===== src/hw/rtl/emasm_pkg.sv =====
// Shared constants and types for the temperature smoother with extremes and redraw logic.
package emasm_pkg;

  localparam int GAIN_BITS      = 9;
  localparam int THRESH_BITS    = 15;
  localparam int CFG_DATA_BITS  = 15;
  localparam int CFG_INDEX_BITS = 1;
  localparam int GAIN_SHIFT     = 8;

  localparam logic [GAIN_BITS-1:0]      GAIN_ONE     = 9'd256;
  localparam logic [GAIN_BITS-1:0]      GAIN_RESET   = 9'd51;
  localparam logic [THRESH_BITS-1:0]    THRESH_RESET = 15'd10;

  localparam logic [CFG_INDEX_BITS-1:0] REG_GAIN      = 1'd0;
  localparam logic [CFG_INDEX_BITS-1:0] REG_THRESHOLD = 1'd1;

  // Control for the item being processed this cycle.
  typedef struct packed {
    logic fire;        // item leaves the input register this cycle
    logic sample_ok;   // present and without error
    logic redraw_req;  // caller asks for a redraw
  } step_ctrl_t;

endpackage


===== src/hw/rtl/ema_smoother_minmax_redraw_core.sv =====
// Top level: input register, configuration registers, processing and result register.
//
//   channel   handshake                  payload
//   item      item_valid / item_stall    channel_valid, channel_error, sample, force_redraw
//   result    result_valid / result_stall redraw_value, redraw_dashes, smoothed, highest,
//                                        lowest, extremes_known
//   config    cfg_write                  cfg_index, cfg_data
//
// One item per cycle while the result is not stalled; an accepted item passes
// through the input register and then the result register.
// The filter multiply-add, extremes and redraw compares are combinational
// between the input register and the result register.
// Reset loads default gain and threshold and clears other state: first sample loads the
// filter and a redraw is pending. A stalled result holds the item in the input register;
// stall reaches item_stall only when both registers are full.
module ema_smoother_minmax_redraw_core #(
  parameter int SAMPLE_BITS   = 16,
  parameter int FRACTION_BITS = 8
) (
  input  logic                                    clk,
  input  logic                                    rst,
  input  logic                                    item_valid,
  output logic                                    item_stall,
  input  logic                                    channel_valid,
  input  logic                                    channel_error,
  input  logic signed [SAMPLE_BITS-1:0]           sample,
  input  logic                                    force_redraw,
  output logic                                    result_valid,
  input  logic                                    result_stall,
  output logic                                    redraw_value,
  output logic                                    redraw_dashes,
  output logic signed [SAMPLE_BITS-1:0]           smoothed,
  output logic signed [SAMPLE_BITS-1:0]           highest,
  output logic signed [SAMPLE_BITS-1:0]           lowest,
  output logic                                    extremes_known,
  input  logic                                    cfg_write,
  input  logic [emasm_pkg::CFG_INDEX_BITS-1:0]    cfg_index,
  input  logic [emasm_pkg::CFG_DATA_BITS-1:0]     cfg_data
);
  import emasm_pkg::*;

  logic [GAIN_BITS-1:0]          gain;
  logic [THRESH_BITS-1:0]        threshold;

  logic                          q_valid;
  logic                          q_ok;
  logic                          q_force;
  logic signed [SAMPLE_BITS-1:0] q_sample;
  logic                          accept;
  step_ctrl_t                    ctrl;

  logic signed [SAMPLE_BITS-1:0] cur;
  logic                          loaded;
  logic                          rv_c;
  logic                          rd_c;
  logic signed [SAMPLE_BITS-1:0] hi_c;
  logic signed [SAMPLE_BITS-1:0] lo_c;
  logic                          known_c;

  assign ctrl.fire       = q_valid && (!result_valid || !result_stall);
  assign ctrl.sample_ok  = q_ok;
  assign ctrl.redraw_req = q_force;

  assign item_stall = q_valid && !ctrl.fire;
  assign accept     = item_valid && !item_stall;

  always_ff @(posedge clk) begin
    if (rst) begin
      gain      <= GAIN_RESET;
      threshold <= THRESH_RESET;
    end else if (cfg_write) begin
      case (cfg_index)
        REG_GAIN:      gain      <= cfg_data[GAIN_BITS-1:0];
        REG_THRESHOLD: threshold <= cfg_data[THRESH_BITS-1:0];
        default:       ;
      endcase
    end
  end

  // input register: take a new beat when empty or whenever the held one moves on
  always_ff @(posedge clk) begin
    if (rst) begin
      q_valid <= 1'b0;
    end else if (accept) begin
      q_valid <= 1'b1;
    end else if (ctrl.fire) begin
      q_valid <= 1'b0;
    end
  end

  always_ff @(posedge clk) begin
    if (accept) begin
      q_ok     <= channel_valid && !channel_error;
      q_force  <= force_redraw;
      q_sample <= sample;
    end
  end

  emasm_filter #(
    .SAMPLE_BITS   (SAMPLE_BITS),
    .FRACTION_BITS (FRACTION_BITS)
  ) u_filter (
    .clk    (clk),
    .rst    (rst),
    .ctrl   (ctrl),
    .sample (q_sample),
    .gain   (gain),
    .cur    (cur),
    .loaded (loaded)
  );

  emasm_track #(
    .SAMPLE_BITS (SAMPLE_BITS)
  ) u_track (
    .clk            (clk),
    .rst            (rst),
    .ctrl           (ctrl),
    .loaded         (loaded),
    .cur            (cur),
    .threshold      (threshold),
    .redraw_value   (rv_c),
    .redraw_dashes  (rd_c),
    .highest        (hi_c),
    .lowest         (lo_c),
    .extremes_known (known_c)
  );

  // result register
  always_ff @(posedge clk) begin
    if (rst) begin
      result_valid <= 1'b0;
    end else if (ctrl.fire) begin
      result_valid <= 1'b1;
    end else if (!result_stall) begin
      result_valid <= 1'b0;
    end
  end

  always_ff @(posedge clk) begin
    if (ctrl.fire) begin
      redraw_value   <= rv_c;
      redraw_dashes  <= rd_c;
      smoothed       <= cur;
      highest        <= hi_c;
      lowest         <= lo_c;
      extremes_known <= known_c;
    end
  end

endmodule


===== src/hw/rtl/emasm_filter.sv =====
// EMA accumulator; first good sample after reset or a bad sample loads it directly.
module emasm_filter #(
  parameter int SAMPLE_BITS   = 16,
  parameter int FRACTION_BITS = 8
) (
  input  logic                                clk,
  input  logic                                rst,
  input  emasm_pkg::step_ctrl_t               ctrl,
  input  logic signed [SAMPLE_BITS-1:0]       sample,
  input  logic [emasm_pkg::GAIN_BITS-1:0]     gain,
  output logic signed [SAMPLE_BITS-1:0]       cur,
  output logic                                loaded
);
  import emasm_pkg::*;

  localparam int AW = SAMPLE_BITS + FRACTION_BITS;
  localparam int PW = AW + 1 + GAIN_BITS + 1;

  logic signed [AW-1:0]  acc;
  logic signed [AW-1:0]  acc_next;
  logic                  first_pending;
  logic [GAIN_BITS-1:0]  gain_sat;
  logic signed [AW-1:0]  sample_fx;
  logic signed [AW:0]    diff;
  logic signed [PW-1:0]  prod;
  logic signed [PW-1:0]  delta;

  assign gain_sat  = (gain > GAIN_ONE) ? GAIN_ONE : gain;
  assign sample_fx = {sample, {FRACTION_BITS{1'b0}}};
  // acc + floor(g * (s - acc) / 256) equals the weighted mix of sample and acc
  assign diff      = {sample_fx[AW-1], sample_fx} - {acc[AW-1], acc};
  assign prod      = $signed({1'b0, gain_sat}) * diff;
  assign delta     = prod >>> GAIN_SHIFT;

  always_comb begin
    if (first_pending) begin
      acc_next = sample_fx;
    end else begin
      acc_next = acc + delta[AW-1:0];
    end
  end

  assign loaded = ctrl.sample_ok && first_pending;
  assign cur    = ctrl.sample_ok ? acc_next[AW-1:FRACTION_BITS] : acc[AW-1:FRACTION_BITS];

  always_ff @(posedge clk) begin
    if (rst) begin
      acc           <= '0;
      first_pending <= 1'b1;
    end else if (ctrl.fire) begin
      if (ctrl.sample_ok) begin
        acc           <= acc_next;
        first_pending <= 1'b0;
      end else begin
        first_pending <= 1'b1;
      end
    end
  end

endmodule


===== src/hw/rtl/emasm_track.sv =====
// Running extremes, last-shown values and the redraw decision.
module emasm_track #(
  parameter int SAMPLE_BITS = 16
) (
  input  logic                                clk,
  input  logic                                rst,
  input  emasm_pkg::step_ctrl_t               ctrl,
  input  logic                                loaded,
  input  logic signed [SAMPLE_BITS-1:0]       cur,
  input  logic [emasm_pkg::THRESH_BITS-1:0]   threshold,
  output logic                                redraw_value,
  output logic                                redraw_dashes,
  output logic signed [SAMPLE_BITS-1:0]       highest,
  output logic signed [SAMPLE_BITS-1:0]       lowest,
  output logic                                extremes_known
);
  import emasm_pkg::*;

  localparam int DW = SAMPLE_BITS + 1;
  localparam int CW = (DW > THRESH_BITS) ? DW : THRESH_BITS;

  logic signed [SAMPLE_BITS-1:0] peak_value;
  logic signed [SAMPLE_BITS-1:0] trough_value;
  logic signed [SAMPLE_BITS-1:0] max_next;
  logic signed [SAMPLE_BITS-1:0] min_next;
  logic                          have_extremes;
  logic                          have_next;
  logic                          redraw_pending;
  logic                          pend;
  logic                          shown_valid;
  logic signed [SAMPLE_BITS-1:0] shown_value;
  logic signed [SAMPLE_BITS-1:0] shown_max;
  logic signed [SAMPLE_BITS-1:0] shown_min;
  logic                          moved_any;

  function automatic logic moved(input logic signed [SAMPLE_BITS-1:0] a,
                                 input logic signed [SAMPLE_BITS-1:0] b,
                                 input logic [THRESH_BITS-1:0] thr);
    logic signed [DW-1:0] d;
    logic [DW-1:0]        mag;
    d   = {a[SAMPLE_BITS-1], a} - {b[SAMPLE_BITS-1], b};
    mag = d[DW-1] ? DW'(-d) : DW'(d);
    return CW'(mag) >= CW'(thr);
  endfunction

  assign max_next  = (!have_extremes || cur > peak_value) ? cur : peak_value;
  assign min_next  = (!have_extremes || cur < trough_value) ? cur : trough_value;
  assign have_next = have_extremes || ctrl.sample_ok;

  // a direct filter load always asks for a redraw
  assign pend = redraw_pending || ctrl.redraw_req || loaded;

  assign moved_any = moved(cur, shown_value, threshold) || moved(max_next, shown_max, threshold)
                  || moved(min_next, shown_min, threshold);

  assign redraw_value  = ctrl.sample_ok && (!shown_valid || moved_any || pend);
  assign redraw_dashes = !ctrl.sample_ok && (pend || shown_valid);

  always_comb begin
    if (ctrl.sample_ok) begin
      highest = have_next ? max_next : '0;
      lowest  = have_next ? min_next : '0;
    end else begin
      highest = have_extremes ? peak_value : '0;
      lowest  = have_extremes ? trough_value : '0;
    end
  end
  assign extremes_known = have_next;

  always_ff @(posedge clk) begin
    if (rst) begin
      peak_value     <= '0;
      trough_value   <= '0;
      have_extremes  <= 1'b0;
      redraw_pending <= 1'b1;
      shown_valid    <= 1'b0;
      shown_value    <= '0;
      shown_max      <= '0;
      shown_min      <= '0;
    end else if (ctrl.fire) begin
      have_extremes  <= have_next;
      redraw_pending <= (redraw_value || redraw_dashes) ? 1'b0 : pend;
      if (ctrl.sample_ok) begin
        peak_value   <= max_next;
        trough_value <= min_next;
      end
      if (redraw_value) begin
        shown_valid <= 1'b1;
        shown_value <= cur;
        shown_max   <= max_next;
        shown_min   <= min_next;
      end else if (redraw_dashes) begin
        shown_valid <= 1'b0;
      end
    end
  end

endmodule


===== config.mk =====
export PLATFORM = sky130hd
export DESIGN_NAME = ema_smoother_minmax_redraw_core
export DESIGN_NICKNAME = d
export VERILOG_FILES = /design/src/hw/rtl/emasm_pkg.sv /design/src/hw/rtl/ema_smoother_minmax_redraw_core.sv /design/src/hw/rtl/emasm_filter.sv /design/src/hw/rtl/emasm_track.sv
export SDC_FILE = /design/constraint.sdc
export NUM_CORES = 1
export LEC_CHECK = 0
export BUFFER_PORTS_ARGS = -buffer_cell sky130_fd_sc_hd__buf_2
export CAP_MARGIN = 20
export CORE_MARGIN = 5
export CORE_UTILIZATION = 64
export DETAILED_ROUTE_END_ITERATION = 6
export GPL_TIMING_DRIVEN = 0
export PLACE_DENSITY = 0.82
export SLEW_MARGIN = 30
export SYNTH_ARGS = -nofsm -noshare
export SYNTH_HDL_FRONTEND = slang
export SYNTH_SLANG_ARGS = --single-unit

===== constraint.sdc =====
create_clock -name clk -period 16.9 [get_ports clk]
set_input_delay 3.38 -clock clk [delete_from_list [all_inputs] [get_ports clk]]
set_output_delay 3.38 -clock clk [all_outputs]
set_load 0.005 [all_outputs]

== Yosys cells after proc, flatten, opt, wreduce, memory -nomap -nowiden ==
Cells that the tools add are included.
Operators by class
  add/sub/neg operators: 8
  shift-type cells: 0
  reductions and logical operators: 34
  multiplexer cells: 22
  div/mod/pow operators: 0
  $lt $le $gt $ge: 6
  bitwise logic cells: 1
  $mul: 1
  equality and inequality tests: 1
Operator list (count)
  16-bit two-way mux: 9
  17-bit by 15-bit >= comparator with 1-bit output: 3
  17-bit two-way mux: 3
  17-bit negator: 3
  16-bit by 16-bit subtractor with 17-bit output: 3
  10-bit by 25-bit multiplier with 32-bit output: 1
  24-bit by 24-bit subtractor with 25-bit output: 1
  24-bit adder: 1
  24-bit two-way mux: 1
  16-bit > comparator: 1
  16-bit < comparator: 1
  1-bit logical OR: 12
  2-bit AND reduction: 5
  9-bit > comparator, second input constant: 1
  9-bit two-way mux: 1
  1-bit logical NOT: 8
  1-bit two-way mux: 8
  1-bit logical AND: 7
  2-bit nonzero test: 2
  2-bit by 1-bit != test with 1-bit output, second input constant: 1
  1-bit NOT: 1
Storage, ports and cells
  memories: 0
  output and inout bits: 53
  word-level logic and storage cells: 96
  bits in writable memories: 0
  memory bits (read-only): 0
  latch bits: 0
  register bits after elaboration: 203

== Depth between registers and ports, before layout ==
Gate-level depths: netlist (run 1).
  depth in word-level cells: 20
  depth in mapped cells: 74
  depth with buffers taken out: 71

== Hierarchy ==
From an unflattened synthesis (run 1), not the netlist that was laid out.
Unflattened totals
  cell total of the unflattened synthesis: 2697
  area, all modules: 22821.9 sq um
By module, submodules not included
  emasm_filter: cells an instance 1294, sequential area each 500.5 sq um, area an instance 10356.2 sq um, instances 1
  emasm_track: cells an instance 1221, sequential area each 1661.6 sq um, area an instance 9307.7 sq um, instances 1
  ema_smoother_minmax_redraw_core: cells an instance 182, sequential area each 2592.5 sq um, area an instance 3158.0 sq um, instances 1

== Worst setup path before layout (run 1) ==
Ideal clock, no wire load.
  path kind: reg2reg
  from: register q_sample[0]
  to: register u_track.shown_min[10]
  path slack: 1.846 ns
  clock period less this slack: 15.054 ns
  arrival: 14.926 ns
  buffers on the path: 3
  setup time: 0.128 ns
  stages on the path, launching flop included: 72
  required time: 16.772 ns
  cells stage by stage: edfxtp_1 -> ha_1 -> nor4b_4 -> a31oi_2 -> nor4b_4 -> o21a_1 -> o21ai_0 -> nand2b_1 -> a21o_1 -> a21oi_1 -> xnor2_1 -> nand2_1 -> fa_1 -> inv_1 -> fa_1 -> fa_1 -> fa_1 -> inv_1 -> [36 not listed] -> and3_1 -> nand2_1 -> o21ai_0 -> xnor2_1 -> ha_1 -> nand4_1 -> nor4_1 -> a211oi_1 -> o211ai_1 -> a31oi_1 -> nand3_1 -> a221o_1 -> o41ai_2 -> nand3_1 -> buf_6 -> buf_6 -> mux2i_1 -> nor2_1
Between the ends
  word-level cells in the longest chain between the ends: 18
  elaborated cells between the ends (all ways): 29
  classes of those cells: add/sub (8); mul (1); order compare (5); mux (7); reduce/logical (8)
Ends and longest elaborated chain
  from (decl): line ema_smoother_minmax_redraw_core.sv:48  | logic signed [SAMPLE_BITS-1:0] q_sample;
  from (signal assigned): line ema_smoother_minmax_redraw_core.sv:95  | q_sample <= sample;
  24-bit by 24-bit subtractor with 25-bit output *: line emasm_filter.sv:31  | assign diff = {sample_fx[AW-1], sample_fx} - {acc[AW-1], acc};
  10-bit by 25-bit multiplier with 32-bit output *: line emasm_filter.sv:32  | assign prod = $signed({1'b0, gain_sat}) * diff;
  24-bit adder *: line emasm_filter.sv:39  | acc_next = acc + delta[AW-1:0];
  24-bit two-way mux *: line emasm_filter.sv:36  | if (first_pending) begin
  16-bit two-way mux *: line emasm_filter.sv:44  | assign cur = ctrl.sample_ok ? acc_next[AW-1:FRACTION_BITS] : acc[AW-1:FRACTION_BITS];
  net cur[12]: line ema_smoother_minmax_redraw_core.sv:52  | logic signed [SAMPLE_BITS-1:0] cur;
  16-bit > comparator: line emasm_track.sv:46  | assign max_next = (!have_extremes || cur > peak_value) ? cur : peak_value;
  1-bit logical OR: line emasm_track.sv:46
  [2 not listed]
  17-bit negator: line emasm_track.sv:42  | mag = d[DW-1] ? DW'(-d) : DW'(d);
  17-bit two-way mux: line emasm_track.sv:42
  17-bit by 15-bit >= comparator with 1-bit output: line emasm_track.sv:43  | return CW'(mag) >= CW'(thr);
  1-bit logical OR: line emasm_track.sv:53  | assign moved_any = moved(cur, shown_value, threshold) || moved(max_next, shown_max, threshold)
  1-bit logical OR: line emasm_track.sv:54  | || moved(min_next, shown_min, threshold);
  1-bit logical OR (2 in series): line emasm_track.sv:56  | assign redraw_value = ctrl.sample_ok && (!shown_valid || moved_any || pend);
  1-bit logical AND: line emasm_track.sv:56
  2-bit AND reduction (no line)
  to (signal assigned): line emasm_track.sv:91  | shown_min <= min_next;
  to (decl): line emasm_track.sv:33  | logic signed [SAMPLE_BITS-1:0] shown_min;
The timed path passes the listed nets; every way through them passes the cells marked *.
A chain may end at the register's enable or synchronous reset.

== Final worst setup path (run 1) ==
  from: register u_filter.acc[0]
  to: register u_track.shown_min[7]
Between the ends
  elaborated cells between the ends (all ways): 29
  classes of those cells: add/sub (8); mul (1); order compare (5); mux (7); reduce/logical (8)
RTL lines
  from (decl): line emasm_filter.sv:19  | logic signed [AW-1:0] acc;
  from (signal assigned): line emasm_filter.sv:52  | acc <= acc_next;
  24-bit by 24-bit subtractor with 25-bit output: line emasm_filter.sv:31
  10-bit by 25-bit multiplier with 32-bit output: line emasm_filter.sv:32
  24-bit adder *: line emasm_filter.sv:39
  24-bit two-way mux *: line emasm_filter.sv:36
  16-bit two-way mux *: line emasm_filter.sv:44
  net cur[15]: line ema_smoother_minmax_redraw_core.sv:52
  16-bit < comparator *: line emasm_track.sv:47  | assign min_next = (!have_extremes || cur < trough_value) ? cur : trough_value;
  1-bit logical OR *: line emasm_track.sv:47
  [1 not listed]
  net u_track.min_next[2]: line emasm_track.sv:25  | logic signed [SAMPLE_BITS-1:0] min_next;
  16-bit by 16-bit subtractor with 17-bit output *: line emasm_track.sv:41  | d = {a[SAMPLE_BITS-1], a} - {b[SAMPLE_BITS-1], b};
  17-bit negator: line emasm_track.sv:42
  17-bit two-way mux *: line emasm_track.sv:42
  17-bit by 15-bit >= comparator with 1-bit output *: line emasm_track.sv:43
  1-bit logical OR *: line emasm_track.sv:54
  1-bit logical OR * (2 in series): line emasm_track.sv:56
  1-bit logical AND *: line emasm_track.sv:56
  2-bit AND reduction (no line) *
Marked as above.

==> reports/metrics.csv, run 1 <==
stage;metric;value;unit
status;status;completed;
timing;slew_viol_final;0;
timing;worstMarginPinSlew;0.926;ns
finish;instances_no_fill;3343;
setup_path;start_kind;flip-flop;
timing;skew;0.0143;ns
floorplanning;core;35400;sq um
clock_tree;numCtsBuffers;23;
global_route;overflow;0;
setup_path;required;17.32;ns
yosys;syn_nets;3167;
setup_path;arrival;16.73;ns
placement;gp_congestion;0.988;
yosys;ys_types;97;
yosys;netlist_instances;2716;
routing;drtAntennaViolNets;0;
routing;num_vias;20510;
finish;fin_nets;3315;
yosys;synthTopCellsByArea;fa_1, ha_1, dfxtp_1, edfxtp_1, inv_1;
floorplanning;std_cell_rows;69;
yosys;async_flop_share;0;
setup_path;worstPathMaxFanout;10;
finish;final_core_util;0.718;
yosys;synth_area;22800;sq um
floorplanning;dieWidth;199;microns
routing;first_pass_iters;6;
timing;layout_setup_ws;0.591;ns
placement;port_buffers;91;
finish;seq_area;4760;sq um
global_route;first_global_vias;20409;
setup_path;slowest_delay;0.56;ns
setup_path;rrSetupSlack;0.59;ns
setup_path;crit_path_top_delay_cell;fa_1;
floorplanning;die_h;199;microns
yosys;yosysTopAreaCell;fa_1;
global_route;antenna_found_initial;1;
yosys;synth_edf_count;69;
timing;whs;0.455;ns
clock_tree;clk_pin_slew;0.07;ns
clock_tree;clockBufferDepth;3;
yosys;ys_seq_area_frac;0.208;
yosys;ys_ff_latch;203;
yosys;synth_top_cell_area_share;0.154;
flow_run;max_cap_viol_count;0;
global_route;gr-usage-all-layers;0.342;
yosys;syn_avg_cell_area;8.41;sq um
finish;drive_gt1_frac;0.107;
clock_tree;cts_tree;done;
timing;setup_viol;0;
routing;wirelength;69200;microns
routing;detail_route.vias_per_cell;6.14;
finish;multi_input_area;16900;sq um
clock_tree;cts_num_sinks;203;
routing;drc;0;
finish;nFillCells;2711;
setup_path;path_class;reg2reg;
yosys;ys.flop_type;dfxtp_1;
finish;regMostFlops;u_filter.acc;
placement;dp_slack;-1.90;ns
clock_tree;clockRootBuffer;clkbuf_16;
clock_tree;insertion_delay;0.55;ns
timing;fin_crit;16.31;ns
placement;dp.final_hpwl;54800;microns
worst_hold_path;hold_class;reg2reg;
timing;hold_violations;0;
timing;fmax;0.0613;GHz
routing;first_iter_violations;1735;
finish;largest_register_ffs;24;
routing;wl_per_cell;20.7;microns
placement;place_inst;3269;
setup_path;end_kind;flip-flop;
floorplanning;die_area;39600;sq um
global_route;grt_max_degree;56;
global_route;grt_pass1_wl;107000;microns
floorplanning;io_pins;93;
timing;maxSlewHeadroom;0.378;
yosys;yosysWarningCount;0;
timing;finalCritPeriodShare;0.965;
finish;syn2layout_area_growth;11.3;%
floorplanning;start_util;0.645;
clock_tree;cts-htree-levels;1;
-- cells in the final DEF, fill, tap and decap left out, types with 27 or more instances in the layout --
cell,synthesis,routed
a211oi_1,61,58
a21o_1,42,42
a21oi_1,135,122
and2_1,42,41
buf_2,5,95
buf_4,1,33
clkbuf_1,78,77
dfxtp_1,134,133
edfxtp_1,69,69
fa_1,176,176
ha_1,235,230
inv_1,331,329
mux2i_1,58,55
nand2_1,295,294
nand2b_1,27,27
nand3_1,36,35
nor2_1,318,316
nor2b_1,41,40
nor3_1,45,43
o21a_1,34,34
o21ai_0,102,97
xnor2_1,88,80
xor2_1,51,46
-- path summary, 6_finish.rpt --
check | from | end | depth (start not counted)
setup / recovery | u_filter.acc[0]$_SDFFE_PP0P_ | u_track.shown_min[7]$_SDFFE_PP0P_ | 69
hold / removal | gain[2]$_SDFFE_PP0P_ | gain[2]$_SDFFE_PP0P_ | 2
setup reg to reg | u_filter.acc[0]$_SDFFE_PP0P_ | u_track.shown_min[7]$_SDFFE_PP0P_ | 69
hold reg to reg | gain[2]$_SDFFE_PP0P_ | gain[2]$_SDFFE_PP0P_ | 2
-- worst max-delay path, delay by kind of cell, from the launching register on --
family	cells	cell delay (ns)
AOI/OAI and AO/OA	27	6.04
xor gates and xnor gates	4	0.82
adders and majority gates	11	4.30
buffers and inverters	9	1.26
DFF	1	0.45
muxes	2	0.59
and+or+nand+nor	16	2.66
-- through the flow --
step | cell area [sq um] | setup TNS [ns]
2_1_floorplan | 22800 | 0
3_3_place_gp | 23900 | -76.18
3_5_place_dp | 23900 | -85.75
4_1_cts | 25000 | 0
5_1_grt | 25400 | -6.46
6_report | 25400 | 0
-- layer usage --
metal	share of wire	track usage	wire, microns
met5	0	0	0
met1	0.39	0.429	27000
met4	0.059	0.170	4100
met3	0.080	0.0456	5520
met2	0.47	0.580	32600
-- cell usage after synthesis (22+ instances only) --
library cell / number
inv_1: 331
nor2_1: 318
nand2_1: 295
ha_1: 235
fa_1: 176
a21oi_1: 135
dfxtp_1: 134
o21ai_0: 102
xnor2_1: 88
clkbuf_1: 78
edfxtp_1: 69
a211oi_1: 61
mux2i_1: 58
xor2_1: 51
nor3_1: 45
a21o_1: 42
and2_1: 42
nor2b_1: 41
nand3_1: 36
o21a_1: 34
nand2b_1: 27
and3_1: 23
mux2_2: 22
-- cells by family after synthesis --
logic type / count (synthesis) / share of synthesized area
and+or+nand+nor: 918 / 0.185
AOI/OAI and AO/OA: 540 / 0.162
buffers and inverters: 424 / 0.0711
DFF: 203 / 0.208
adders and majority gates: 411 / 0.283
muxes: 80 / 0.0363
xor gates and xnor gates: 140 / 0.0543
-- area by class of cell --
type | count | share of cell area
diodes | 1 | 0.0000985
repair buffers | 123 | 0.0282
inverters | 331 | 0.0491
clock inverters | 14 | 0.00532
flip-flops and latches | 203 | 0.187
well taps | 461 | 0.0227
multi-input cells | 2089 | 0.666
plain buffers | 93 | 0.0156
clock buffers | 28 | 0.0260
-- timing repair --
action	4_1_cts	5_1_grt
endpoints found under the hold margin	0	0
gates resized for setup	31	61
endpoints found under the setup margin	50	50
hold buffers	0	0
pin swaps	4	17
buffers inserted	11	20
Power of run 1 is not shown: default switching activity piles up to over one toggle a cycle in this logic, so the estimate is an artifact.
==> inputs of run 2 (changes only) <==
PLACE_DENSITY = 0.87   (was 0.82)
==> run 2 against run 1 <==
Net effect: first-iteration DRC count increased by 11%; global-route usage increased by 0.26 points; cell area increased by 0.14%; final cell count decreased by 0.27%; critical endpoint is now u_track.shown_min[13]$_SDFFE_PP0P_.
==> reports/metrics.csv, run 2 (synthesis results as in run 1) <==
stage;metric;value;unit;change
floorplanning;start_util;0.645;;unchanged
routing;drtAntennaViolNets;0;;unchanged
routing;first_iter_violations;1920;;+11%
global_route;grt_max_degree;55;;-1.8%
timing;tns;0;ns;unchanged
timing;hold_violations;0;;unchanged
clock_tree;cts_num_sinks;203;;unchanged
finish;instances_no_fill;3334;;-0.27%
finish;drive_gt1_frac;0.109;;+0.00273
placement;dp.final_hpwl;54600;microns;-0.46%
routing;wl_per_cell;21.0;microns;+1.4%
finish;syn2layout_area_growth;11.5;%;
global_route;first_global_vias;20747;;+1.7%
routing;detail_route.vias_per_cell;6.24;;+1.8%
timing;setup_viol;0;;unchanged
global_route;grt_pass1_wl;109000;microns;+1.7%
floorplanning;io_pins;93;;unchanged
setup_path;arrival;16.94;ns;+0.21 ns
timing;fmax;0.0604;GHz;-1.6%
finish;regMostFlops;u_filter.acc;;
timing;maxSlewHeadroom;0.317;;-0.0617
global_route;overflow;0;;unchanged
routing;drc;0;;unchanged
clock_tree;cts-htree-levels;1;;unchanged
finish;diodes;0;;-1
clock_tree;clockRootBuffer;clkbuf_16;;
finish;fin_nets;3308;;-0.21%
routing;first_pass_iters;6;;unchanged
clock_tree;clockBufferDepth;3;;unchanged
setup_path;required;17.28;ns;-0.04 ns
routing;wirelength;70000;microns;+1.1%
clock_tree;holdBufCountCts;0;;unchanged
setup_path;crit_path_top_delay_cell;fa_1;;
floorplanning;die_area;39600;sq um;unchanged
finish;largest_register_ffs;24;;unchanged
setup_path;worstPathMaxFanout;10;;unchanged
status;status;completed;;
finish;final_area;25500;sq um;+0.14%
worst_hold_path;hold_class;reg2reg;;
floorplanning;die_h;199;microns;unchanged
timing;skew;0.0242;ns;+0.00988 ns
finish;final_core_util;0.719;;+0.000989
finish;mostFrequentLayoutCells;inv_1, nor2_1, nand2_1;;
placement;gp_congestion;0.977;;-1.0%
clock_tree;numCtsBuffers;22;;-4.3%
setup_path;start_kind;flip-flop;;
finish;layout_commonest_cell;inv_1;;
timing;fin_crit;16.57;ns;+0.260 ns
global_route;gr-usage-all-layers;0.344;;+0.00261
placement;port_buffers;91;;unchanged
floorplanning;dieWidth;199;microns;unchanged
routing;num_vias;20820;;+1.5%
setup_path;crit_top_cell;fa_1;;
timing;finalCritPeriodShare;0.980;;+0.0154
global_route;antenna_found_initial;1;;unchanged
placement;place_inst;3269;;unchanged
clock_tree;insertion_delay;0.53;ns;-0.02 ns
timing;slew_viol_final;0;;unchanged
finish;nFillCells;2593;;-4.4%
placement;postPlaceCellArea;23900;sq um;about the same
setup_path;path_class;reg2reg;;
clock_tree;clk_pin_slew;0.07;ns;about the same
setup_path;slowest_delay;0.58;ns;+0.02 ns
flow_run;max_cap_viol_count;0;;unchanged
timing;worstMarginPinSlew;1.02;ns;+0.0941 ns
floorplanning;core;35400;sq um;unchanged
setup_path;end_kind;flip-flop;;
floorplanning;std_cell_rows;69;;unchanged
clock_tree;cts_tree;done;;
==> run 2: cell count changes in the layout (fill, tap and decap cells not counted), sizes merged <==
cell	previous run	this run
bufinv	1	4
clkbuf	105	104
diode	1	0
inv	334	331
buf	139	134
clkinvlp	2	3
clkinv	8	5
==> run 2: metal layers <==
| metal | GRT usage | vias up | wire [microns] |
|---|---|---|---|
| met3 | 0.0476 | 308 | 5820 |
| met4 | 0.192 | 0 | 5130 |
| li1 | - | 9519 | - |
| met2 | 0.571 | 1159 | 32500 |
| met1 | 0.435 | 9834 | 26500 |
| met5 | 0 | - | 0 |
==> run 2: worst max-delay path: cells and delay by family (launching register included) <==
kind	cells	cell delay, ns
adder cells (fa/ha/maj)	12	4.80
multiplexers	2	0.49
flip-flops	1	0.35
XOR/XNOR	4	1.03
buffers and inverters	9	1.10
AO/OA/AOI/OAI	27	5.51
AND/OR/NAND/NOR	16	3.08
==> run 2: path summary, 6_finish.rpt <==
| kind | startpoint | to | slack [ns] | cells after the start |
|---|---|---|---|---|
| hold / removal | threshold[2]$_SDFFE_PP0P_ | threshold[2]$_SDFFE_PP0P_ | 0.46 | 2 |
| hold reg to reg | threshold[2]$_SDFFE_PP0P_ | threshold[2]$_SDFFE_PP0P_ | 0.46 | 2 |
| setup reg to reg | u_filter.acc[8]$_SDFFE_PP0P_ | u_track.shown_min[13]$_SDFFE_PP0P_ | 0.33 | 70 |
| setup / recovery | u_filter.acc[8]$_SDFFE_PP0P_ | u_track.shown_min[13]$_SDFFE_PP0P_ | 0.33 | 70 |
==> run 2: through the flow <==
step | worst slack, ns | hold slack, ns
global placement | -1.49 | 0.444
detailed placement | -1.85 | 0.452
CTS | 0.00242 | 0.462
floorplan | 1.85 | 0.432
global route | -0.268 | 0.477
finish | 0.331 | 0.464
==> run 2: timing repair <==
action	in CTS	in global routing
pin swaps	3	18
resized for setup	31	84
endpoints found under the setup margin	50	50
setup buffers	8	18
==> run 2: layout make-up <==
| class | instances | area [sq um] | area share |
|---|---|---|---|
| Clock buffer | 28 | 593 | 0.0233 |
| Inverter | 331 | 1250 | 0.0491 |
| Tap cell | 461 | 577 | 0.0227 |
| Clock inverter | 12 | 183 | 0.00718 |
| Timing Repair Buffer | 118 | 678 | 0.0266 |
| Sequential cell | 203 | 4760 | 0.187 |
| Multi-Input combinational cell | 2089 | 17000 | 0.669 |
| Buffer | 92 | 393 | 0.0154 |
Power of run 2 is left out for the same reason.
